## src/lsa_pkg.sv

```systemverilog
`timescale 1ns / 1ps
package lsa_pkg;

	typedef enum logic [1:0] {
		MODE_WRAP     = 2'd0,
		MODE_EXPAND   = 2'd1,
		MODE_SPAN_REL = 2'd2,
		MODE_UNUSED   = 2'd3
	} mode_t;

	typedef enum logic [1:0] {
		OP_PASS = 2'd0,
		OP_EXP  = 2'd1,
		OP_REL  = 2'd2,
		OP_NONE = 2'd3
	} op_t;

	typedef enum logic [1:0] {
		REG_MODE   = 2'd0,
		REG_JITTER = 2'd1,
		REG_LATE   = 2'd2,
		REG_NONE   = 2'd3
	} reg_idx_t;

	localparam int unsigned TOL_BITS = 22;
	localparam logic [1:0] MODE_RESET = 2'd2;
	localparam logic [TOL_BITS-1:0] JITTER_RESET = 22'd11025;
	localparam logic [TOL_BITS-1:0] LATE_RESET = 22'd4410;

endpackage

```

## src/lsa_front.sv

```systemverilog
`timescale 1ns / 1ps
module lsa_front import lsa_pkg::*; #(
	parameter int W = 28,
	parameter int CTX_W = 5 * 28 + 26
) (
	input  logic [W-1:0]        stop_pos,
	input  logic [W-1:0]        take_start,
	input  logic [W-1:0]        span_len,
	input  logic [W-1:0]        offs_in,
	input  logic [W-1:0]        loop_in,
	input  logic [W-1:0]        end_in,
	input  logic [1:0]          mode,
	input  logic [TOL_BITS-1:0] tol,
	input  logic [TOL_BITS-1:0] late,
	output logic [CTX_W-1:0]    ctx,
	output logic [W-1:0]        num,
	output logic [W-1:0]        den
);

	localparam int SW = ((W > TOL_BITS) ? W : TOL_BITS) + 3;

	logic signed [SW-1:0] stop_x, start_x, span_x, tol_x, late_x;
	logic signed [SW-1:0] offs_n, local_d, rel_d, rel_abs;
	logic                 span_nz, grow, neg;
	op_t                  op;
	logic [W-1:0]         offs_out;

	always_comb begin
		stop_x  = SW'(stop_pos);
		start_x = SW'(take_start);
		span_x  = SW'(span_len);
		tol_x   = SW'(tol);
		late_x  = SW'(late);
		span_nz = span_len != '0;
		offs_n  = ((span_x - start_x) < late_x) ? span_x : '0;
		local_d = stop_x - offs_n;
		rel_d   = stop_x - start_x;
		rel_abs = rel_d[SW-1] ? -rel_d : rel_d;
		grow    = 1'b0;
		neg     = 1'b0;
		num     = '0;
		offs_out = offs_in;
		op      = OP_PASS;
		if (mode == MODE_EXPAND && span_nz) begin
			op       = OP_EXP;
			grow     = local_d > (span_x + tol_x);
			num      = grow ? local_d[W-1:0] : '0;
			offs_out = offs_n[W-1:0];
		end else if (mode == MODE_SPAN_REL && span_nz) begin
			op  = OP_REL;
			neg = rel_d[SW-1];
			num = rel_abs[W-1:0];
		end
		den = span_len;
		ctx = {op, grow, neg, tol, take_start, stop_pos, offs_out, loop_in, end_in};
	end

endmodule

```

## config.mk

```make
export PLATFORM = sky130hd
export DESIGN_NAME = lsa_front
export DESIGN_NICKNAME = d
export VERILOG_FILES = /design/src/lsa_pkg.sv /design/src/lsa_front.sv
export SDC_FILE = /design/constraint.sdc
export NUM_CORES = 1
export LEC_CHECK = 0
export BUFFER_PORTS_ARGS = -buffer_cell sky130_fd_sc_hd__buf_2
export CAP_MARGIN = 20
export CORE_AREA = 5 5 168 170
export DETAILED_ROUTE_END_ITERATION = 12
export DIE_AREA = 0 0 173 175
export GPL_TIMING_DRIVEN = 1
export PLACE_DENSITY = 0.65
export SLEW_MARGIN = 10
export SYNTH_ARGS = -nofsm -noshare
export SYNTH_HDL_FRONTEND = slang
export SYNTH_SLANG_ARGS = --single-unit
```

## constraint.sdc

```tcl
create_clock -name vclk -period 12.4
set_clock_uncertainty 0.1 [all_clocks]
set_input_delay 0.62 -clock vclk [all_inputs]
set_output_delay 0.62 -clock vclk [all_outputs]
set_load 0.02 [all_outputs]
```

After elaboration in Yosys (flattened, before gate mapping)
Cells that the tools add are included.

Register bits: 0. Word-level logic and storage cells: 23.

$add $sub $neg: 5. Order comparisons: 2. Eq/ne operators: 2. Multiplexer cells: 11. Reductions and logical operators: 3.

Operators by type and width (number): 28-bit 2-to-1 mux (6); 28-bit by 28-bit subtractor with 29-bit output (3); 29-bit by 30-bit > comparator with 1-bit output (1); 28-bit by 22-bit adder with 29-bit output (1); 29-bit by 23-bit less-than comparator with 1-bit output (1); 28-bit negator (1); 28-bit nonzero test (1); 2-bit 2-to-1 mux (2); 1-bit 2-to-1 mux (3); 2-bit by 1-bit == test with 1-bit output, second input constant (1); 2-bit == test, second input constant (1); 1-bit logical AND (2).

Depth between registers and ports, before layout
Depth in word-level cells: 7. Gate-level depth with buffers: 48.

Worst setup path before layout
OpenSTA, ideal clock, no wires.

Path kind: input-to-output. Start point: input port span_len[0]. End point: output port num[17]. Data arrival time: 8809 ps. Setup slack: 2871 ps. Stages: 45. Cell sequence: inv_1 -> ha_1 -> fa_1 -> nor2b_1 -> o31a_1 -> o221a_2 -> o41ai_2 -> o31a_1 -> o31ai_1 -> xor2_1 -> ha_1 -> a21o_1 -> a21oi_1 -> nor2b_1 -> o21ai_0 -> o2111ai_1 -> a211oi_1 -> o41a_1 -> [... 9 more ...] -> o21ai_0 -> a21o_1 -> a21o_1 -> a21oi_1 -> o21bai_1 -> a21oi_1 -> xnor2_1 -> ha_1 -> a21o_1 -> a21o_1 -> a21oi_1 -> nor2b_1 -> o21ai_0 -> a21oi_1 -> a221o_1 -> a21oi_1 -> or4_1 -> o32ai_1.

Cells in the longest elaborated chain, start to end: 7. Elaborated cells between the ends (all ways): 12. Classes of those cells: add/sub (3); order compare (2); mux (4); reduce/logical (3).

RTL lines: start: declaration (RTL line lsa_front.sv:8) `input logic [W-1:0] span_len,`; 28-bit by 28-bit subtractor with 29-bit output (RTL line lsa_front.sv:35) `offs_n = ((span_x - start_x) < late_x) ? span_x : '0;`; 29-bit by 23-bit less-than comparator with 1-bit output (RTL line lsa_front.sv:35); 28-bit 2-to-1 mux (RTL line lsa_front.sv:35); 28-bit by 28-bit subtractor with 29-bit output (RTL line lsa_front.sv:36) `local_d = stop_x - offs_n;`; 29-bit by 30-bit > comparator with 1-bit output (RTL line lsa_front.sv:46) `grow = local_d > (span_x + tol_x);`; 28-bit 2-to-1 mux (RTL line lsa_front.sv:47) `num = grow ? local_d[W-1:0] : '0;`; 28-bit 2-to-1 mux (*) (RTL line lsa_front.sv:44) `if (mode == MODE_EXPAND && span_nz) begin`; end: declaration (RTL line lsa_front.sv:16) `output logic [W-1:0] num,`.

Mark *: on every way between the ends. The rest lies on a longest branch, timed or not.

Final worst setup path
Start point: input port span_len[0]. End point: output port num[13].

The elaborated chain is that of the path after synthesis.

==> results.txt <==
Crit path DAT = 10.66 ns
Via density per instance = 5.54
Clk_buf instances = 0
CP Depth = 48
Syn Area/Cell = 7.08 um^2
Via Count = 9880
Cells after Synth = 1307
Met2 Use GR = 0.413
Final Util = 0.375
Cell mode on critical path = o21ai_0
Final setup fails = 0
Syn Std Cell Area = 9250 um^2
Nets = 1819
CP bufs+invs = 6
Diode count = 0
Total GRT Usage = 0.221
CP max FO = 30
Final cycle utilization of the critical path = 0.918
RSZ-0062 raised after global routing = no
Commonest cells after routing, fill and taps aside = 324 x buf_2, 157 x ha_1, 96 x nor2_1
Most used routing layer = met2
Hold Buf Count CTS = 0
Vias in the first global route = 9245
Drt pass-1 iters = 5
Initial core utilization = 0.348
Post-cts sizing count = 0
DRT antenna net count = 0
Pwr dens = 72.8 nW/um^2
Minimum clock period after layout = 11.38 ns
Total gr overflow = 0
Crit-path leading delay family = compound AO/OA/AOI/OAI gates
WL final = 36.4 mm
Core Box Area = 26600 um^2
I/O pin cnt = 436
Unique cell type count in the Yosys netlist = 78
Die Y = 175 um
Slowest stage delay, CP = 0.54 ns
Area leader, netlist = ha_1
DP Wirelength = 31.2 mm
Critical Path Start Type = input port
Max Cap Viol = 0
CP max stage cell = a211oi_1
Routing usage on met1 = 0.269
Sequential cell count = 0
Largest net degree at the start of global routing = 31
Hold path start = end_in[21]
Worst Slack Setup Final = 1.02 ns
Drc violations = 0
Yosys warning count = 0
Status = finished clean
Storage cell area = 0 um^2
Setup TNS = 0 ns
Hold WC Path Type = in -> out
Fmax = 87.9 MHz
Area delta synth->final = 7.82%
IR drop worst, VDD = 33.2 uV
P_leak = 5.21 nW
Slew headroom = 0.290
CP required = 11.68 ns
Least-Margin Pin Slew = 1.06 ns
Critical Path End Type = output pin
Worst hold stages = 0
WL/cell = 20.4 um
Top cells by area, synth = ha_1 21%, buf_4 13%, xnor2_1 6.4%
Fin. Hold Viols = 0
Sequential area share after synthesis = 0
Die width = 173 um
Commonest non-fill, non-tap cell in the layout = buf_2
Post CTS Setup Buffer Count = 0
Initial antenna violation count = 0
GP Congestion = 0.922
First-pass GRT wire length = 53.4 mm
Row count = 60
Port buffer count = 324
Worst Hold End = ctx[21]
Setup slack at placement = 1.29 ns
FILL cells = 2920
Synth top area share = 0.212
Final slew viol count = 0
First DRT Iteration DRCs = 631
Syn nets = 1682
Critical path type = in -> out
GRT met3 Usage = 0.0309
Layout cells sized above 1 = 0.248
Die area = 30300 um^2
==> worst max path at each step <==
| stage | start | endpoint |
|---|---|---|
| floorplan | span_len[0] | num[17] |
| global placement | span_len[0] | num[13] |
| detailed placement | span_len[0] | num[13] |
| CTS | span_len[0] | num[13] |
| global route | span_len[0] | num[13] |
| finish | span_len[0] | num[13] |
==> power by group <==
group / switching, mW / total, mW / internal [mW]
clock: 0 / 0 / 0
sequential: 0 / 0 / 0
combinational: 0.438 / 0.726 / 0.289
==> Yosys cell counts (9+ instances only) <==
cell and count:
a21o_1 54, a21oi_1 90, a22o_1 9, a31oi_1 15, and2_1 10, buf_4 166
clkbuf_1 18, ha_1 157, inv_1 82, mux2i_1 27, nand2_1 93, nand2b_1 13
nand3_1 26, nand4_1 14, nor2_1 96, nor2b_1 24, nor3_1 17, nor4_1 10
o211ai_1 10, o21a_1 23, o21ai_0 77, o21bai_1 11, or2_2 10, or3_1 9
xnor2_1 68, xor2_1 44
==> metrics by stage <==
step                      instance area (um^2)  total power [mW]  instances  hold slack (ns)
after floorplan                           9250             0.559       1307             1.25
after global placement                    9980             0.714       1783             1.14
after detailed placement                  9980             0.718       1783             1.14
after CTS                                 9980             0.724       1783             1.14
after global routing                      9980             0.801       1783             1.14
final                                     9980             0.726       1783             1.14
==> layout make-up <==
type | instances | area [um^2] | share of cell area
Multi-Input combinational cell | 1031 | 7590 | 0.760
Timing Repair Buffer | 328 | 1650 | 0.166
Inverter | 83 | 312 | 0.0312
Tap cell | 341 | 427 | 0.0428
==> per-layer routing <==
| metal | part of all wire | wire length [um] | up-vias |
|---|---|---|---|
| li1 | - | - | 4828 |
| met1 | 0.41 | 15000 | 4605 |
| met2 | 0.50 | 18100 | 389 |
| met3 | 0.066 | 2410 | 58 |
| met4 | 0.024 | 858 | 0 |
| met5 | 0 | 0 | - |
==> logic make-up (layout without fill, tap and decap cells) <==
family / Yosys count / in the layout / synth area share
AOI/OAI and AO/OA: 373 / 373 / 0.269
xor gates and xnor gates: 112 / 112 / 0.106
and+or+nand+nor: 358 / 358 / 0.194
muxes: 27 / 27 / 0.0292
adders and majority gates: 161 / 161 / 0.221
buffers and inverters: 276 / 411 / 0.181
Note: power is estimated with default switching activity, not from simulation.
