### src/lsa_pkg.sv
`timescale 1ns / 1ps
package lsa_pkg;

	typedef enum logic [1:0] {
		MODE_WRAP     = 2'd0,
		MODE_EXPAND   = 2'd1,
		MODE_SPAN_REL = 2'd2,
		MODE_UNUSED   = 2'd3
	} mode_t;

	typedef enum logic [1:0] {
		OP_PASS = 2'd0,
		OP_EXP  = 2'd1,
		OP_REL  = 2'd2,
		OP_NONE = 2'd3
	} op_t;

	typedef enum logic [1:0] {
		REG_MODE   = 2'd0,
		REG_JITTER = 2'd1,
		REG_LATE   = 2'd2,
		REG_NONE   = 2'd3
	} reg_idx_t;

	localparam int unsigned TOL_BITS = 22;
	localparam logic [1:0] MODE_RESET = 2'd2;
	localparam logic [TOL_BITS-1:0] JITTER_RESET = 22'd11025;
	localparam logic [TOL_BITS-1:0] LATE_RESET = 22'd4410;

endpackage

### src/lsa_back.sv
`timescale 1ns / 1ps
module lsa_back import lsa_pkg::*; #(
	parameter int W = 28,
	parameter int CTX_W = 5 * 28 + 26
) (
	input  logic             clk,
	input  logic             arst_n,
	input  logic             in_valid,
	output logic             in_ready,
	input  logic [CTX_W-1:0] in_ctx,
	input  logic [W-1:0]     quo,
	input  logic [W-1:0]     rem,
	input  logic [W-1:0]     span,
	output logic             out_valid,
	input  logic             out_ready,
	output logic [W-1:0]     span_out,
	output logic [W-1:0]     offs_out,
	output logic [W-1:0]     loop_out,
	output logic [W-1:0]     end_out,
	output logic             reset_out
);

	localparam int TW = ((W > TOL_BITS) ? W : TOL_BITS) + 1;

	op_t                 op;
	logic                grow_f, neg;
	logic [TOL_BITS-1:0] tol;
	logic [W-1:0]        start, stop, offs, loop, tend;
	logic                rlt, rgt, rnz, cond, grow_n, q_ge2, q_gt1, q_eq1;
	logic [W:0]          mult_n;
	logic [W-1:0]        loop_n;

	logic         v1_q, v2_q, v3_q, rdy1, rdy2, rdy3;
	logic         grow_s1, rst_s1, grow_s2, rst_s2;
	logic [W:0]   mult_s1;
	logic [W-1:0] span_s1, stop_s1, offs_s1, loop_s1, end_s1;
	logic [W-1:0] span_s2, stop_s2, offs_s2, loop_s2, end_s2;
	logic [2*W:0] prod_s2;
	logic [W-1:0] span_f;
	logic [W-1:0] span_q, offs_q, loop_q, end_q;
	logic         rst_q;

	always_comb begin
		op     = op_t'(in_ctx[5*W+24 +: 2]);
		grow_f = in_ctx[5*W+23];
		neg    = in_ctx[5*W+22];
		tol    = in_ctx[5*W +: TOL_BITS];
		start  = in_ctx[4*W +: W];
		stop   = in_ctx[3*W +: W];
		offs   = in_ctx[2*W +: W];
		loop   = in_ctx[W +: W];
		tend   = in_ctx[0 +: W];
		rlt    = TW'(rem) < TW'(tol);
		rgt    = TW'(rem) > TW'(tol);
		rnz    = rem != '0;
		q_ge2  = quo >= W'(2);
		q_gt1  = quo > W'(1);
		q_eq1  = quo == W'(1);
		cond   = (neg && rnz) || rlt;
		grow_n = 1'b0;
		mult_n = '0;
		loop_n = loop;
		unique case (op)
			OP_EXP: begin
				grow_n = grow_f;
				mult_n = (W+1)'(quo) + (W+1)'(rgt);
			end
			OP_REL: begin
				grow_n = !neg && (cond ? q_ge2 : (q_gt1 || (q_eq1 && rnz)));
				mult_n = cond ? (W+1)'(quo) : (W+1)'(quo) + (W+1)'(rnz);
				if (grow_n) begin
					loop_n = start;
				end else if (start < span && stop < span) begin
					loop_n = '0;
				end else begin
					loop_n = start;
				end
			end
			default: begin
				grow_n = 1'b0;
			end
		endcase
	end

	assign rdy3     = !v3_q || out_ready;
	assign rdy2     = !v2_q || rdy3;
	assign rdy1     = !v1_q || rdy2;
	assign in_ready = rdy1;

	always_ff @(posedge clk or negedge arst_n) begin
		if (!arst_n) begin
			v1_q <= 1'b0;
			v2_q <= 1'b0;
			v3_q <= 1'b0;
		end else begin
			if (rdy1) v1_q <= in_valid;
			if (rdy2) v2_q <= v1_q;
			if (rdy3) v3_q <= v2_q;
		end
	end

	always_comb begin
		if (grow_s2) begin
			span_f = (prod_s2 > (2*W+1)'({W{1'b1}})) ? {W{1'b1}} : prod_s2[W-1:0];
		end else if (rst_s2) begin
			span_f = stop_s2;
		end else begin
			span_f = span_s2;
		end
	end

	always_ff @(posedge clk) begin
		if (rdy1 && in_valid) begin
			grow_s1 <= grow_n;
			rst_s1  <= (op == OP_PASS) && (span == '0);
			mult_s1 <= mult_n;
			span_s1 <= span;
			stop_s1 <= stop;
			offs_s1 <= offs;
			loop_s1 <= loop_n;
			end_s1  <= tend;
		end
		if (rdy2 && v1_q) begin
			prod_s2 <= (2*W+1)'(span_s1) * (2*W+1)'(mult_s1);
			grow_s2 <= grow_s1;
			rst_s2  <= rst_s1;
			span_s2 <= span_s1;
			stop_s2 <= stop_s1;
			offs_s2 <= offs_s1;
			loop_s2 <= loop_s1;
			end_s2  <= end_s1;
		end
		if (rdy3 && v2_q) begin
			span_q <= span_f;
			offs_q <= offs_s2;
			loop_q <= loop_s2;
			end_q  <= (end_s2 != '0) ? end_s2 : span_f;
			rst_q  <= rst_s2;
		end
	end

	assign out_valid = v3_q;
	assign span_out  = span_q;
	assign offs_out  = offs_q;
	assign loop_out  = loop_q;
	assign end_out   = end_q;
	assign reset_out = rst_q;

endmodule

### config.mk
export PLATFORM = sky130hd
export DESIGN_NAME = lsa_back
export DESIGN_NICKNAME = d
export VERILOG_FILES = /design/src/lsa_pkg.sv /design/src/lsa_back.sv
export SDC_FILE = /design/constraint.sdc
export NUM_CORES = 2
export LEC_CHECK = 0
export BUFFER_PORTS_ARGS = -buffer_cell sky130_fd_sc_hd__buf_2
export CAP_MARGIN = 10
export CORE_ASPECT_RATIO = 2
export CORE_UTILIZATION = 40
export DETAILED_ROUTE_END_ITERATION = 16
export GPL_TIMING_DRIVEN = 0
export SYNTH_ARGS = -nofsm -noshare
export SYNTH_HDL_FRONTEND = slang
export SYNTH_SLANG_ARGS = --single-unit
### constraint.sdc
create_clock -name clk -period 18.1 [get_ports clk]
set_input_delay 4.525 -clock clk [delete_from_list [all_inputs] [get_ports clk]]
set_output_delay 4.525 -clock clk [all_outputs]
set_load 0.02 [all_outputs]
## Word level (Yosys, flattened, before mapping)

Index checks and enable logic that the tools add are counted.

- Register bits after elaboration: 486
- Bits of input ports: 254
- Output and inout port bits: 115
- Word-level logic and storage cells: 69

- Add/subtract/negate cells: 2
- Multiply operators: 1
- $lt $le $gt $ge: 7
- Eq/ne operators: 3
- Mux-type cells: 11
- Reductions and logical operators: 21

Operators by type and width:

| operator | count |
|---|---|
| $mux 28 | 7 |
| $add 28x1->29 | 2 |
| $pmux 29 s2 | 1 |
| $gt 57x28->1 const B | 1 |
| $mul 28x29->57 | 1 |
| $lt 28x28->1 | 2 |
| $reduce_bool 28->1 | 2 |
| $mux 29 | 1 |
| $eq 28x1->1 const B | 1 |
| $ge 28x2->1 const B | 1 |
| $gt 28x1->1 const B | 1 |
| $gt 28x22->1 | 1 |
| $logic_not 28->1 | 1 |
| $lt 28x22->1 | 1 |
| $logic_and 1x1->1 | 8 |
| $logic_or 1x1->1 | 5 |
| $logic_not 1->1 | 4 |
| $eq 2x1->1 const B | 1 |
| $eq 2x2->1 const B | 1 |
| $logic_not 2->1 | 1 |
| $pmux 1 s2 | 1 |
| $mux 1 | 1 |

## Depth between registers and ports, before layout

- Depth after elaboration: 7
- Depth in mapped cells: 28
- Mapped depth without buffers: 25

## Worst setup path after synthesis

No wires, ideal clock.

- Kind: input port to flip-flop
- Start point: input out_ready
- End point: register end_s2[0] (enable)
- Setup time: 0.583 ns
- Data arrival time: 9.158 ns
- Required time: 17.517 ns
- Path slack: 8.359 ns
- Stages on the path: 3
- Path buffers: 0
- Cell sequence: nor2b_1 -> nand2_1 -> and2_1

- Cells in the longest elaborated chain, start to end: 3

RTL lines:

| what | line | source |
|---|---|---|
| start: declaration | lsa_back.sv:15 | `input logic out_ready,` |
| $logic_or 1x1->1 | lsa_back.sv:85 | `assign rdy3 = !v3_q \|\| out_ready;` |
| $logic_or 1x1->1 | lsa_back.sv:86 | `assign rdy2 = !v2_q \|\| rdy3;` |
| $logic_and 1x1->1 | lsa_back.sv:123 | `if (rdy2 && v1_q) begin` |
| end signal: assignment | lsa_back.sv:131 | `end_s2 <= end_s1;` |
| end: declaration | lsa_back.sv:37 | `logic [W-1:0] span_s2, stop_s2, offs_s2, loop_s2, end_s2;` |

Every way passes these cells.
A chain may end at the register's enable or synchronous reset.

## Final worst setup path

- Start point: register mult_s1[20]
- End point: register prod_s2[41] (data pin)

- Cells in the longest elaborated chain, start to end: 1

RTL lines:

| what | line | source |
|---|---|---|
| start: declaration | lsa_back.sv:35 | `logic [W:0] mult_s1;` |
| start signal: assignment | lsa_back.sv:116 | `mult_s1 <= mult_n;` |
| $mul 28x29->57 | lsa_back.sv:124 | `prod_s2 <= (2*W+1)'(span_s1) * (2*W+1)'(mult_s1);` |
| end signal: assignment | lsa_back.sv:124 |  |
| end: declaration | lsa_back.sv:38 | `logic [2*W:0] prod_s2;` |

Every way passes these cells.

==> reports/results.tsv <==
metric	value	unit
status	finished clean	
critPathMaxFanout	10	
path_cells	clkbuf_1 > clkbuf_1 > nand2_1 > fa_1 > inv_1 > fa_1 > fa_1 > inv_1 > fa_1 > inv_1 > fa_1 > fa_1 > fa_1 > ha_1 > and2_0 > nand4_1 > a31oi_1 > o21ai_0 > a211oi_1 > o2111ai_1 > and4b_1 > o21ai_0 > xor2_1	
yosysWarnings	0	
r2r_cells	23	
num_rows	175	
synth_edf_count	483	
cts_buffer_depth	3	
period_needed	10.53	ns
crit_path_max_incr_delay	0.96	ns
worst_pin_slew	1.34	ns
finalClockSkew	0.0252	ns
ant_nets	0	
largest_register_ffs	57	
cts_tree	built	
final_hold_viol_count	0	
place_hpwl	142000	um
worst_ep_arrival_time	10.92	ns
regArea	14600	um^2
drtIter0Drc	2194	
coreArea	114000	um^2
wl_per_cell	28.5	um
cts_resized	0	
ys_dominant_reg_cell	edfxtp_1	
synth_nets	5500	
htree_levels	2	
slew_viol_final	0	
slew_headroom	9.76	%
nFillCells	10800	
start_util	40.4	%
reg2reg_to	prod_s2[41]$_DFFE_PP_	
synth_area_leaders	edfxtp_1 32%, fa_1 30%, ha_1 8.0%	
drc	0	
critical_path.most_common_cell	fa_1	
cp-startpoint	mult_s1[20]$_DFFE_PP_	
area_growth	12.3	%
cts-root-buf	clkbuf_16	
die_h	482	um
routed_via_density	5.45	
layout.nets	5919	
clock_latency	0.65	ns
yosys_register_bits	486	
io-pin-count	369	
totalWireLength	178000	um
synth_cells	4252	
asyncSetResetFlopFracSynth	0.617	%
synth_cell_types	79	
holdPathStages	0	
globalplace.congestion	1.01	
place_area	49900	um^2
post_cts_buffers	0	
synth_top_area_share	31.5	%
gr-total-overflow	0	
synth_area_leader_cell	edfxtp_1	
top_register	prod_s2	
clock_sinks	486	
grt_pass1_vias	36700	
portBuffers	363	
grt_pass1_wl	253000	um
avgSynthCellArea	10.8	um^2
cts_hold_buf	0	
hold_path.class	flop to flop	
antenna_found_initial	33	
cap_violations	0	
tns	0	ns
period_share	58.2	%
r2r_start	mult_s1[20]$_DFFE_PP_	
fin_area	51700	um^2
drive_gt1_share	10.9	%
fp.dieW	242	um
die_area	117000	um^2
cp.required	18.49	ns
numCtsBuffers	43	
syn_area	46000	um^2
reg_top3	prod_s2 (57), mult_s1 (29)	
hold_start	stop_s1[4]$_DFFE_PP_	
path_class	flop to flop	
grt_util_all_layers	31.3	%
startpoint_type	flop	
multi_input_area	27300	um^2
first_pass_iters	8	
endpoint_kind	flop	
crit_path_top_delay_cell	clkbuf_1	
whs_endpoint	stop_s2[4]$_DFFE_PP_	
cts.clk_slew.worst_paths	0.08	ns
grt_max_degree	69	
fmax	94.9	MHz
rrSetupSlack	7.57	ns
rsz0062_at_grt	no	
via_count	34000	
yosysSeqAreaShare	31.7	%
setup_violations	0	
==> worst max path at each step <==
stage	endpoint	cells past startpoint
after floorplan	end_s2[0]$_DFFE_PP_	3
after global placement	prod_s2[48]$_DFFE_PP_	4
after detailed placement	prod_s2[50]$_DFFE_PP_	23
after CTS	prod_s2[50]$_DFFE_PP_	22
after global routing	prod_s2[41]$_DFFE_PP_	23
final	prod_s2[41]$_DFFE_PP_	23
==> stage by stage <==
stage / instances / util [%] / worst slack, ns / hold slack [ns]
after global routing: 6213 / 45.3 / 7.46 / 0.389
after detailed placement: 6127 / 43.9 / 8.32 / 0.405
final: 6241 / 45.4 / 7.57 / 0.404
after CTS: 6207 / 45.3 / 8.30 / 0.396
after floorplan: 4252 / - / 8.36 / 0.400
after global placement: 6119 / 43.7 / 5.75 / 0.401
==> worst max-delay path: cells and delay by family, from the launching register on <==
kind / cells / cell delay [ns]
adders and majority gates: 8 / 4.26
and+or+nand+nor: 4 / 1.44
xor gates and xnor gates: 1 / 0.10
DFF: 1 / 0.32
buffers and inverters: 5 / 2.01
AOI/OAI and AO/OA: 5 / 2.11
==> cell type report <==
| type | instances | share of cell area [%] |
|---|---|---|
| Clock inverter | 35 | 1.05 |
| Sequential cell | 486 | 28.2 |
| Antenna cell | 31 | 0.150 |
| Clock buffer | 45 | 2.10 |
| Tap cell | 1504 | 3.64 |
| Multi-Input combinational cell | 2658 | 52.8 |
| Inverter | 893 | 6.48 |
| Timing Repair Buffer | 374 | 4.00 |
| Buffer | 215 | 1.61 |
==> cell usage after synthesis (3+ instances only) <==
library cell / count
a211oi_1: 7
a211oi_2: 3
a21o_1: 58
a21oi_1: 99
a22o_1: 4
a311oi_1: 3
a31oi_1: 15
a41oi_1: 6
and2_1: 415
and3_1: 13
and4_1: 9
buf_1: 3
buf_2: 3
clkbuf_1: 205
dfrtp_1: 3
edfxtp_1: 483
fa_1: 700
ha_1: 294
inv_1: 893
mux2_2: 28
mux2i_1: 31
nand2_1: 468
nand2b_1: 12
nand3_1: 36
nand4_1: 38
nor2_1: 85
nor2b_1: 13
nor3_1: 15
nor4_1: 33
nor4b_1: 3
o211ai_1: 8
o21a_1: 14
o21ai_0: 61
o21bai_1: 35
o221ai_1: 4
o22ai_1: 34
o31ai_1: 12
or3_1: 4
xnor2_1: 35
xor2_1: 19
==> metal layers <==
layer  vias up  global-route usage [%]  part of all wire, %
li1      14300                       -                    -
met1     17100                    27.7                   29
met2      1802                    56.0                   51
met3       825                    7.45                  7.1
met4        28                    33.0                   13
met5         -                       0                 0.10
==> cell usage in the layout (no fill, tap or decap), types with 34 or more instances in the layout <==
cell / n
a21o_1: 58
xnor2_1: 34
o21bai_1: 35
fa_1: 700
buf_2: 366
and2_1: 412
edfxtp_1: 483
clkbuf_1: 207
ha_1: 294
clkbuf_16: 43
nand4_1: 38
nor2_1: 85
o22ai_1: 34
a21oi_1: 99
nand3_1: 36
o21ai_0: 61
inv_1: 893
nand2_1: 468
==> cell families after synthesis <==
kind of cell	after synthesis	synth area share [%]
fa+ha+maj	994	38.4
mux	59	1.36
xor+xnor	54	1.03
buf+inv	1108	9.09
compound gates	394	5.70
flops	486	31.7
simple gates	1157	12.7
Power is not shown: default switching activity piles up to over one toggle a cycle in this logic, so the estimate is an artifact.
