### config.mk
export PLATFORM = sky130hd
export DESIGN_NAME = lsa_div_cell
export DESIGN_NICKNAME = d
export VERILOG_FILES = /design/src/lsa_div_cell.sv
export SDC_FILE = /design/constraint.sdc
export NUM_CORES = 1
export LEC_CHECK = 0
export ABC_AREA = 1
export BUFFER_PORTS_ARGS = -buffer_cell sky130_fd_sc_hd__buf_4
export CORE_UTILIZATION = 28
export DETAILED_ROUTE_END_ITERATION = 8
export PLACE_DENSITY_LB_ADDON = 0.3
export SETUP_SLACK_MARGIN = 0.4
export SYNTH_ARGS = -nofsm -noshare
export SYNTH_HDL_FRONTEND = slang
export SYNTH_SLANG_ARGS = --single-unit
### constraint.sdc
create_clock -name clk -period 37.7 [get_ports clk]
set_input_delay 3.77 -clock clk [delete_from_list [all_inputs] [get_ports clk]]
set_output_delay 3.77 -clock clk [all_outputs]
set_load 0.005 [all_outputs]
### src/lsa_div_cell.sv
`timescale 1ns / 1ps
module lsa_div_cell #(
	parameter int W = 28,
	parameter int CTX_W = 5 * 28 + 26
) (
	input  logic             clk,
	input  logic             arst_n,
	input  logic             in_valid,
	output logic             in_ready,
	input  logic [CTX_W-1:0] in_ctx,
	input  logic [W-1:0]     in_num,
	input  logic [W-1:0]     in_rem,
	input  logic [W-1:0]     in_den,
	output logic             out_valid,
	input  logic             out_ready,
	output logic [CTX_W-1:0] out_ctx,
	output logic [W-1:0]     out_num,
	output logic [W-1:0]     out_rem,
	output logic [W-1:0]     out_den
);

	logic [W:0]   trial;
	logic         take;
	logic [W-1:0] rem_n;
	logic         valid_q;
	logic [CTX_W-1:0] ctx_q;
	logic [W-1:0] num_q, rem_q, den_q;

	always_comb begin
		trial = {in_rem, in_num[W-1]};
		take  = trial >= {1'b0, in_den};
		rem_n = take ? W'(trial - {1'b0, in_den}) : trial[W-1:0];
	end

	assign in_ready = !valid_q || out_ready;

	always_ff @(posedge clk or negedge arst_n) begin
		if (!arst_n) begin
			valid_q <= 1'b0;
		end else if (in_ready) begin
			valid_q <= in_valid;
		end
	end

	always_ff @(posedge clk) begin
		if (in_ready && in_valid) begin
			ctx_q <= in_ctx;
			num_q <= {in_num[W-2:0], take};
			rem_q <= rem_n;
			den_q <= in_den;
		end
	end

	assign out_valid = valid_q;
	assign out_ctx   = ctx_q;
	assign out_num   = num_q;
	assign out_rem   = rem_q;
	assign out_den   = den_q;

endmodule

# ---- Yosys cells after proc, flatten, opt, wreduce, memory -nomap -nowiden
# Index checks and enable logic that the tools add are counted.
# Widths: inputs -> output; s select.
dict set report op_classes {
  multipliers 0
  magnitude_cmp 1
  shift 0
  div 0
  reduce_logical 3
  muxes 1
  n_eq_ne 0
  n_addsub 1
  bitwise 0
}
# op count
set op_table {}
lappend op_table {{$ge 29x28->1} 1}
lappend op_table {{$mux 28} 1}
lappend op_table {{$sub 28x28->28} 1}
lappend op_table {{$logic_and 1x1->1} 1}
lappend op_table {{$logic_not 1->1} 1}
lappend op_table {{$logic_or 1x1->1} 1}
dict set report word_totals {
  latchBits 0
  wordCells 11
  reg_bits 251
  rom_bits 0
  mem_bits_rw 0
  output_inout_bits 252
  memories 0
  in_bits 254
}

# ---- Longest topological paths before layout
# Gate-level depths: netlist of run 1.
dict set report depth {
  word_depth 3
  mapped_depth 15
  mapped_depth_nobuf 14
}

# ---- Worst setup path before layout of run 1
# No wires, ideal clock.
dict set report synth_path {
  kind {in2reg}
  from {input in_valid}
  to {register ctx_q[0] (netlist: out_ctx[0]) (enable)}
  required_time_ps 36757
  slack_ps 20955
  path_buffers 0
  stages 2
  setup_time_ps 943
  arrival_time_ps 15801
  cell_sequence {inv_1 a21oi_1}
}
dict set report synth_between {
  elab_chain_cells 1
}
# item line_no
set synth_lines {}
lappend synth_lines {{from (decl)} 8} ;# input logic in_valid,
lappend synth_lines {{$logic_and 1x1->1} 46} ;# if (in_ready && in_valid) begin
lappend synth_lines {{to (signal assigned)} 47} ;# ctx_q <= in_ctx;
lappend synth_lines {{to (decl)} 26} ;# logic [CTX_W-1:0] ctx_q;
# No other way between the ends.
# A chain may end at the register's enable or synchronous reset.

# ---- Worst setup path after layout of run 1
dict set report layout_path {
  from {input out_ready}
  to {output in_ready}
}
dict set report layout_between {
  elab_chain_cells 1
}
# item line_no
set layout_lines {}
lappend layout_lines {{from (decl)} 15} ;# input logic out_ready,
lappend layout_lines {{$logic_or 1x1->1} 35} ;# assign in_ready = !valid_q || out_ready;
lappend layout_lines {{to (decl)} 9} ;# output logic in_ready,
# No other way between the ends.

==> results of run 1 <==
==> cell usage after synthesis (all sizes together) <==
master | number | share of area [%]
dfrtp | 1 | 0.24
xor2 | 10 | 0.84
or2 | 1 | 0.060
ha | 28 | 3.4
fa | 1 | 0.19
nor4 | 1 | 0.060
a31oi | 1 | 0.20
o21ai | 2 | 0.13
nand4 | 8 | 0.48
a21o | 1 | 0.072
nand3b | 2 | 0.14
nor2 | 39 | 1.6
nand2 | 236 | 8.8
o21bai | 1 | 0.072
edfxtp | 250 | 72
nor3 | 1 | 0.048
inv | 139 | 5.0
a21oi | 17 | 0.86
nand3 | 71 | 4.4
buf | 7 | 0.81
xnor2 | 2 | 0.17
and2 | 2 | 0.12
==> cells in the final DEF, fill, tap and decap left out, drive strengths merged <==
| master | synthesis | final |
|---|---|---|
| xor2 | 10 | 10 |
| o21bai | 1 | 1 |
| fa | 1 | 1 |
| inv | 139 | 143 |
| nor2 | 39 | 39 |
| edfxtp | 250 | 250 |
| a31oi | 1 | 1 |
| nand4 | 8 | 8 |
| nor4 | 1 | 1 |
| dfrtp | 1 | 1 |
| nand3 | 71 | 71 |
| diode | 0 | 4 |
| nand2 | 236 | 236 |
| bufinv | 0 | 2 |
| nor3 | 1 | 1 |
| buf | 7 | 508 |
| clkinvlp | 0 | 2 |
| clkinv | 0 | 16 |
| a21oi | 17 | 17 |
| o21ai | 2 | 2 |
| a21o | 1 | 1 |
| xnor2 | 2 | 2 |
| nand3b | 2 | 2 |
| or2 | 1 | 1 |
| and2 | 2 | 2 |
| ha | 28 | 28 |
| clkbuf | 0 | 32 |
==> power breakdown <==
part           switching, W  leakage [nW]  internal, W
combinational     0.0000534          4.38    0.0000498
sequential       0.00000482          2.39     0.000329
clock              0.000123         0.473     0.000161
total              0.000181          7.25     0.000540
==> worst max path at each step <==
stage,start,end,slack [ps]
after floorplan,in_valid,out_ctx[0]$_DFFE_PP_,20960
after global placement,out_ready,in_ready,29670
after detailed placement,out_ready,in_ready,29670
after CTS,out_ready,in_ready,29670
after global routing,out_ready,in_ready,29640
final,out_ready,in_ready,29670
==> state kept, by name, indices dropped and copies added (netlist names) <==
name and count:
out_valid 1, out_rem 28, out_num 28, out_den 28
out_ctx 166
==> cells by family after synthesis <==
logic type	synth area share (%)
AO/OA/AOI/OAI	1.34
XOR/XNOR	1.01
adder cells (fa/ha/maj)	3.57
buffers and inverters	5.83
flip-flops	72.5
AND/OR/NAND/NOR	15.7
==> worst register-to-register path, stage by stage (launching register included) <==
cell     delay (ps)
dfrtp_1         450
a21oi_4         590
buf_4           870
buf_4          1080
==> area by class of cell <==
cell class	instances	area (um^2)	area share [%]
inverter	139	522	3.33
tap	468	586	3.73
clock buffer	32	758	4.83
antenna	4	10.0	0.0638
clock inverter	24	210	1.34
sequential	251	7530	48.0
multi-input combinational	424	2260	14.4
timing repair buffer	508	3810	24.3
==> metrics by stage <==
step	utilization, %	instances
3_3_place_gp	40.3	1790
6_report	43.0	1850
5_1_grt	42.9	1847
4_1_cts	42.9	1846
3_5_place_dp	40.3	1790
2_1_floorplan	-	821
==> per-layer routing <==
| metal | vias up | GRT usage (%) | part of all wire [%] |
|---|---|---|---|
| met5 | - | 0 | 0.12 |
| met4 | 8 | 5.82 | 2.9 |
| met3 | 64 | 6.72 | 9.0 |
| li1 | 3830 | - | - |
| met1 | 3769 | 20.7 | 37 |
| met2 | 270 | 33.7 | 51 |
==> reports/results.ini, run 1 <==
[setup_path]
cp_slowest_cell=buf_4
reg2reg_slack_ps=34290
cp-start-kind=input port
r2r_cells=3
crit_top_cell=buf_4
regToRegStartpoint=out_valid$_DFFE_PN0N_
cp.depth=4
path_class=input port to output port
crit_family=buffers and inverters
end_kind=output port
arrival_ps=4260
cp_cell_sequence=buf_4, inv_1, nand2_1, buf_4
slowest_delay_ps=150
crit_fanout=2
cp_num_buf_inv=3
critPathRequiredTime_ps=33930
timing.rr.end=out_ctx[126]$_DFFE_PP_

[layout]
fin_nets=1637
nFillCells=3504
syn2layout_area_growth_pct=51.1
final_area_um2=15700
drive_above_1_share_pct=43.2

[cts]
max-clock-path-buffers=3
cts_made_buffers=30
path_clk_slew_ps=60
cts_tree=done
cts.sinks=251
clkLatencyLatePin_ps=580
cts-root-buf=clkbuf_16
htree_levels=1
post_cts_resize_count=0
postCtsHoldBufs=0
cts_setup_buffers=0

[hold_path]
hp-class=flip-flop to flip-flop
holdPathStages=2
worst_hold_path.endpoint=out_valid$_DFFE_PN0N_
worstHoldStart=out_valid$_DFFE_PN0N_

[global_route]
grt_usage_pct=18.8
grt_overflow_total=0
grt_start_max_net_pins=88
grt_pass1_wl_um=52300
grt_pass1_vias=7975
antenna_found_initial=8

[die]
die_h_um=195
coreArea_um2=36500
std_cell_rows=70
num_io_pins=506
start_util_pct=28.4
die_area_um2=37900
fp.dieW_um=195

[timing]
setup_tns_ps=0
relSlewSlack_pct=24.0
worstMarginPinSlew_ps=1140
slew_viol_final=0
period_share_pct=21.3
final.min_clock_period_ps=8030
skew_ps=6.72
layout_setup_ws_ps=29670
rsz0062_at_grt=no
holdWs_ps=691
max_freq_ghz=0.124
setup_viol=0
finalHoldViolations=0

[placed_design]
hpwl_um=28800
post-place-ws_ps=29670
place_area_um2=14700
place_congestion=0.864
io_buffers=505

[drt]
viasPerCell=4.29
routedWlPerCell_um=19.8
drt_wl_total_um=36700
antenna_left=0
vias=7941
first_iter_violations=458
drc=0
drt_first_pass_iters=4

[logic_synthesis]
synth-warning-count=0
syn_inst=821
ys_ff_latch=251
seq_area_frac_synth_pct=72.5
avgSynthCellArea_um2=12.6
synthesis.nets=1104
synth_cell_types=34
syn_area_um2=10400

[run_status]
status=completed

[pwr]
power.total_w=0.000721
peakVddDrop_v=0.0000318
p_per_area_nw_per_um2=45.9
p_leak_nw=7.25

[job]
max_cap_viol_count=0

Note: power is estimated with default switching activity, not from simulation.
==> run 2: changes to the inputs <==
--- a/config.mk
+++ b/config.mk
@@ -5,10 +5,11 @@
 export SDC_FILE = /design/constraint.sdc
 export NUM_CORES = 1
 export LEC_CHECK = 0
-export ABC_AREA = 1
+export ABC_AREA = 0
 export BUFFER_PORTS_ARGS = -buffer_cell sky130_fd_sc_hd__buf_4
-export CORE_UTILIZATION = 28
+export CORE_AREA = 2 2 198 200
 export DETAILED_ROUTE_END_ITERATION = 8
+export DIE_AREA = 0 0 200 202
 export PLACE_DENSITY_LB_ADDON = 0.3
 export SETUP_SLACK_MARGIN = 0.4
 export SYNTH_ARGS = -nofsm -noshare
==> constraint.sdc (replaced) <==
create_clock -name clk -period 7.6 [get_ports clk]
set_input_delay 0.76 -clock clk [delete_from_list [all_inputs] [get_ports clk]]
set_output_delay 0.76 -clock clk [all_outputs]
set_load 0.005 [all_outputs]
==> run 2 against run 1 <==
Worst hold slack worse by 330 ps. Utilization decreased by 4.2 points. Setup slack lost 25000 ps. Power grew to 4.9 times the previous value. Largest cell class unchanged.
==> reports/results.ini, run 2 <==
[logic_synthesis]
synthFlopType=edfxtp_1
synth_area_leaders=edfxtp_1, ha_1, o21ai_0
synth_compound_area_share_pct=7.16
seq_area_frac_synth_pct=79.6
synth-warning-count=0
synth_edf_count=250
yosys.area_share.simple_pct=5.37
avgSynthCellArea_um2=17.0
synth_cell_types=49
synthArstFlopShare_pct=0.398
syn_inst=556
synthesis.nets=839
yosysMostFrequentCell=edfxtp_1
yosys.area.top_type=edfxtp_1
synth_top_area_share_pct=79.4
synthTopCellsByCount=edfxtp_1, nand2_1, inv_1
syn_area_um2=9460
synth_fa_ha_area_share_pct=3.92
ys_ff_latch=251
synthXorXnorAreaFrac_pct=1.85
synthMuxAreaShare_pct=0
synth_top_family_by_area=compound AO/OA/AOI/OAI gates

[drt]
viasPerCell=4.12
drt_wl_total_um=32300
first_iter_violations=357
vias=6714
routedWlPerCell_um=19.9
antenna_left=0
drt_first_pass_iters=4
drc=0

[setup_path]
cp-start-kind=input port
cp_cell_sequence=buf_4, ha_1, a21o_1, a31oi_1, nand4_1, nand3_1, nand4_1, a21oi_4, buf_4, nor2b_1, a221oi_1
crit_fanout=41
regToRegStartpoint=out_valid$_DFFE_PN0N_
path_class=input port to flip-flop
slowest_delay_ps=440
end_kind=flip-flop
startpoint=in_rem[3]
cp_slowest_cell=buf_4
critPathRequiredTime_ps=7990
arrival_ps=3450

[hold_path]
hp-class=input port to flip-flop
worstHoldStart=in_ctx[78]

[cts]
max-clock-path-buffers=3
post_cts_resize_count=0
cts_tree=done
cts.sinks=251
path_clk_slew_ps=60
cts_made_buffers=30
cts-root-buf=clkbuf_16
clkLatencyLatePin_ps=570
cts_setup_buffers=0
htree_levels=1

[die]
fp.dieW_um=200
coreArea_um2=38300
die_area_um2=40400
num_io_pins=506
die_h_um=202
std_cell_rows=72
start_util_pct=24.7

[layout]
drive_above_1_share_pct=50.5
nFillCells=3627
syn2layout_area_growth_pct=57.0
utilization_pct=38.8
final_common_cell=buf_4
mostFrequentLayoutCells=buf_4, edfxtp_1, nand2_1, inv_1, o21ai_0
fin_nets=1370
largest_reg_flops=166

[timing]
slew_viol_final=0
max_freq_ghz=0.326
layout_setup_ws_ps=4540
rsz0062_at_grt=no
final.min_clock_period_ps=3060
skew_ps=10.0
period_share_pct=40.3
worstMarginPinSlew_ps=1080
setup_tns_ps=0
relSlewSlack_pct=28.3
setup_viol=0
finalHoldViolations=0

[placed_design]
hpwl_um=25300
post-place-ws_ps=3950
place_congestion=0.803
io_buffers=505

[global_route]
grt_pass1_vias=6939
antenna_found_initial=2
grt_overflow_total=0
grt_start_max_net_pins=120
grt_pass1_wl_um=44800
grt_usage_pct=15.0

[pwr]
combPwrFrac_pct=13.1
p_leak_nw=6.20
peakVddDrop_v=0.000139
switching_share_pct=23.8
p_per_area_nw_per_um2=236
pwr-share-seq_pct=47.3
clkPwrFrac_pct=39.6
p_int_w=0.00267
switching_power_w=0.000832

[run_status]
status=completed

[job]
max_cap_viol_count=0

==> run 2: changes by cell type after synthesis, moves of 7 or more <==
cell / delta
nor2_1: -17
o21ai_0: +34
xnor2_1: +7
nor2b_1: +9
nand3_2: -16
inv_1: -97
nor2_2: -7
nand3_1: -41
nand2_1: -187
nand2_2: -7
a21oi_1: +7
==> run 2: logic make-up after synthesis <==
family                   after synthesis
adder cells (fa/ha/maj)               29
buffers and inverters                 49
XOR/XNOR                              20
AO/OA/AOI/OAI                        104
flip-flops                           251
AND/OR/NAND/NOR                      103
==> run 2: worst max-delay path, delay by kind of cell <==
kind,cells,cell delay (ps)
AOI/OAI and AO/OA,4,1200
and+or+nand+nor,4,590
adders and majority gates,1,360
buffers and inverters,2,550
==> run 2: path summary, 6_finish.rpt <==
check | endpoint | slack, ps | cells past startpoint
worst max-delay path | out_rem[24]$_DFFE_PP_ | 4540 | 11
worst min-delay path | out_ctx[78]$_DFFE_PP_ | 360 | 1
worst max register to register | out_ctx[89]$_DFFE_PP_ | 5050 | 3
worst min register to register | out_valid$_DFFE_PN0N_ | 590 | 2
max in group asynchronous | out_valid$_DFFE_PN0N_ | 7000 | 2
min in group asynchronous | out_valid$_DFFE_PN0N_ | 520 | 2
==> run 2: power groups by stage <==
stage	clock (W)	sequential [W]	combinational, W
2_1_floorplan	0	0.00170	0.000156
3_3_place_gp	0	0.00168	0.000460
3_5_place_dp	0	0.00169	0.000465
4_1_cts	0.00143	0.00166	0.000468
5_1_grt	0.00149	0.00167	0.000500
6_report	0.00139	0.00166	0.000457
==> run 2: repair_timing <==
action                                  in CTS  in global routing
endpoints found under the setup margin       0                  0
hold endpoints to repair                     1                  0
hold buffers                                 1                  0
==> run 2: routing by layer <==
| metal | vias to the layer above | part of all wire, % | wire length [um] | global-route usage [%] |
|---|---|---|---|---|
| met5 | - | 0.040 | 13 | 0 |
| met3 | 53 | 10 | 3260 | 5.56 |
| li1 | 3184 | - | - | - |
| met1 | 3192 | 35 | 11500 | 15.8 |
| met2 | 283 | 52 | 16700 | 27.4 |
| met4 | 2 | 2.8 | 912 | 4.76 |
==> run 2: area by class of cell <==
| type | count | area, um^2 | share of cell area, % |
|---|---|---|---|
| inverters | 39 | 146 | 0.986 |
| clock buffers | 37 | 777 | 5.23 |
| repair buffers | 509 | 3840 | 25.8 |
| diodes | 1 | 2.50 | 0.0169 |
| clock inverters | 17 | 163 | 1.10 |
| multi-input cells | 256 | 1740 | 11.7 |
| flip-flops and latches | 251 | 7530 | 50.7 |
| well taps | 518 | 648 | 4.37 |
==> run 2: metrics by stage <==
step                instances  power [W]  hold WS, ps  cell area (um^2)
floorplan                 556    0.00186          464              9460
global placement         1572    0.00214          536             13900
detailed placement       1572    0.00215          537             13900
CTS                      1627    0.00355          330             14800
global route             1628    0.00365          324             14800
finish                   1628    0.00350          359             14800
==> run 3: changes to the inputs <==
==> constraint.sdc (replaced) <==
create_clock -name clk -period 2.7 [get_ports clk]
set_input_delay 0.27 -clock clk [delete_from_list [all_inputs] [get_ports clk]]
set_output_delay 0.27 -clock clk [all_outputs]
set_load 0.005 [all_outputs]
==> run 3 against run 2 <==
Clock power rose to 2.9 times the previous value. Via count grew 18%. Utilization increased by 7.8 points. Design area up 20%. Largest power group unchanged. Critical path type unchanged. Clock skew increased by 8.9 ps. Sequential power rose to 2.8 times the previous value. Critical path depth down 1.
==> reports/results.ini, run 3 (synthesis gave the netlist of run 2 again) <==
[drt]
met3_length_um=2560
first_iter_violations=328
routedWlPerCell_um=19.1
drt_first_pass_iters=5
dr_wl_met2_um=19100
vias=7924
viasPerCell=4.17
drc=0
wl_met1_um=13100
drt_wl_total_um=36400
antenna_left=0
top_layer=met5

[layout]
utilization_pct=46.5
largest_reg_flops=166
fin_nets=1640
nFillCells=3381
mostFrequentLayoutCells=buf_4, edfxtp_1, dlygate4sd3_1, nand2_1, inv_1
fin_cells=1902
multi_input_area_um2=1880
final_common_cell=buf_4
drive_above_1_share_pct=44.4
register_area_um2=7530
syn2layout_area_growth_pct=88.4

[placed_design]
io_buffers=505
post-place-ws_ps=-30.1
place_congestion=0.814
dp_cells=1598
hpwl_um=26200

[cts]
cts.sinks=251
path_clk_slew_ps=60
clkLatencyLatePin_ps=560
cts-root-buf=clkbuf_16
cts_tree=done
max-clock-path-buffers=3
cts_made_buffers=30
htree_levels=1

[timing]
period_share_pct=79.6
slew_viol_final=0
worstMarginPinSlew_ps=614
relSlewSlack_pct=59.1
finalHoldViolations=0
final.min_clock_period_ps=2150
rsz0062_at_grt=no
max_freq_ghz=0.465
layout_setup_ws_ps=551
skew_ps=18.9
setup_viol=0

[setup_path]
cp-start-kind=input port
path_class=input port to flip-flop
crit_fanout=17
critPathRequiredTime_ps=3010
end_kind=flip-flop
arrival_ps=2460

[pwr]
p_per_area_nw_per_um2=587
power.total_w=0.0105
peakVddDrop_v=0.000445
p_leak_nw=7.42

[global_route]
grt_usage_pct=17.1
antenna_found_initial=10
grt_pass1_vias=8276
grt_pass1_wl_um=51100
grt_start_max_net_pins=43
grt_overflow_total=0

[run_status]
status=completed

[hold_path]
hp-class=input port to flip-flop

[die]
num_io_pins=506
coreArea_um2=38300
start_util_pct=24.7
std_cell_rows=72
fp.dieW_um=200
die_area_um2=40400
die_h_um=202

[job]
max_cap_viol_count=0

run 3: cell count changes in the layout (fill, tap and decap cells not counted), moves of 8 or more:
cell / previous run / this run
buf_4: 507 / 526
buf_12: 1 / 9
ha_4: 0 / 8
diode_2: 1 / 9
dlygate4sd3_1: 1 / 243
ha_1: 28 / 19
run 3: layer usage:
metal | global-route usage (%) | vias up
li1 | - | 3724
met1 | 18.2 | 3817
met2 | 31.7 | 309
met3 | 3.85 | 70
met4 | 7.86 | 4
met5 | 0 | -
run 3: metrics by stage:
stage | cell area [um^2] | hold WS (ps) | setup TNS (ps)
floorplan | 9630 | -25.6 | -4420
detailed placement | 14400 | 47.7 | -57.6
global placement | 14400 | 45.9 | 0
CTS | 17800 | 0.499 | 0
global route | 17800 | 43.8 | 0
finish | 17800 | 27.5 | 0
run 3: final timing paths:
check                                 startpoint                    end  slack, ps  cells after the start
max in group asynchronous                 arst_n  out_valid$_DFFE_PN0N_       2050                      3
max reg2reg                out_valid$_DFFE_PN0N_  out_num[10]$_DFFE_PP_        910                      3
min reg2reg                out_valid$_DFFE_PN0N_  out_valid$_DFFE_PN0N_        580                      2
max                                   in_den[26]  out_rem[15]$_DFFE_PP_        550                     10
min                                   in_rem[14]  out_rem[15]$_DFFE_PP_         30                      3
min in group asynchronous                 arst_n  out_valid$_DFFE_PN0N_        550                      3
run 3: layout make-up:
type	count	share of cell area (%)
clock inverters	16	1.04
multi-input cells	256	10.6
diodes	9	0.126
inverters	39	0.948
well taps	518	3.64
clock buffers	34	4.42
flip-flops and latches	251	42.3
repair buffers	779	37.0
run 3: worst max-delay path: stages:
cell and delay [ps]:
dlygate4sd3_1 550, buf_4 120, inv_1 50, ha_1 340, a21o_1 200, a211o_1 330
a21oi_4 170, buf_12 180, buf_12 140, o21ai_0 100
run 3: power breakdown:
group	internal, W	total, W	switching [W]	leakage [nW]
clock network	0.00245	0.00406	0.00161	0.477
registers	0.00459	0.00466	0.0000706	2.39
logic	0.000999	0.00173	0.000731	4.55
run 3: repair_timing:
action	CTS	global route
buffers inserted	0	1
hold buffers	243	0
endpoints found under the hold margin	242	0
endpoints found under the setup margin	0	8
gates resized for setup	0	2
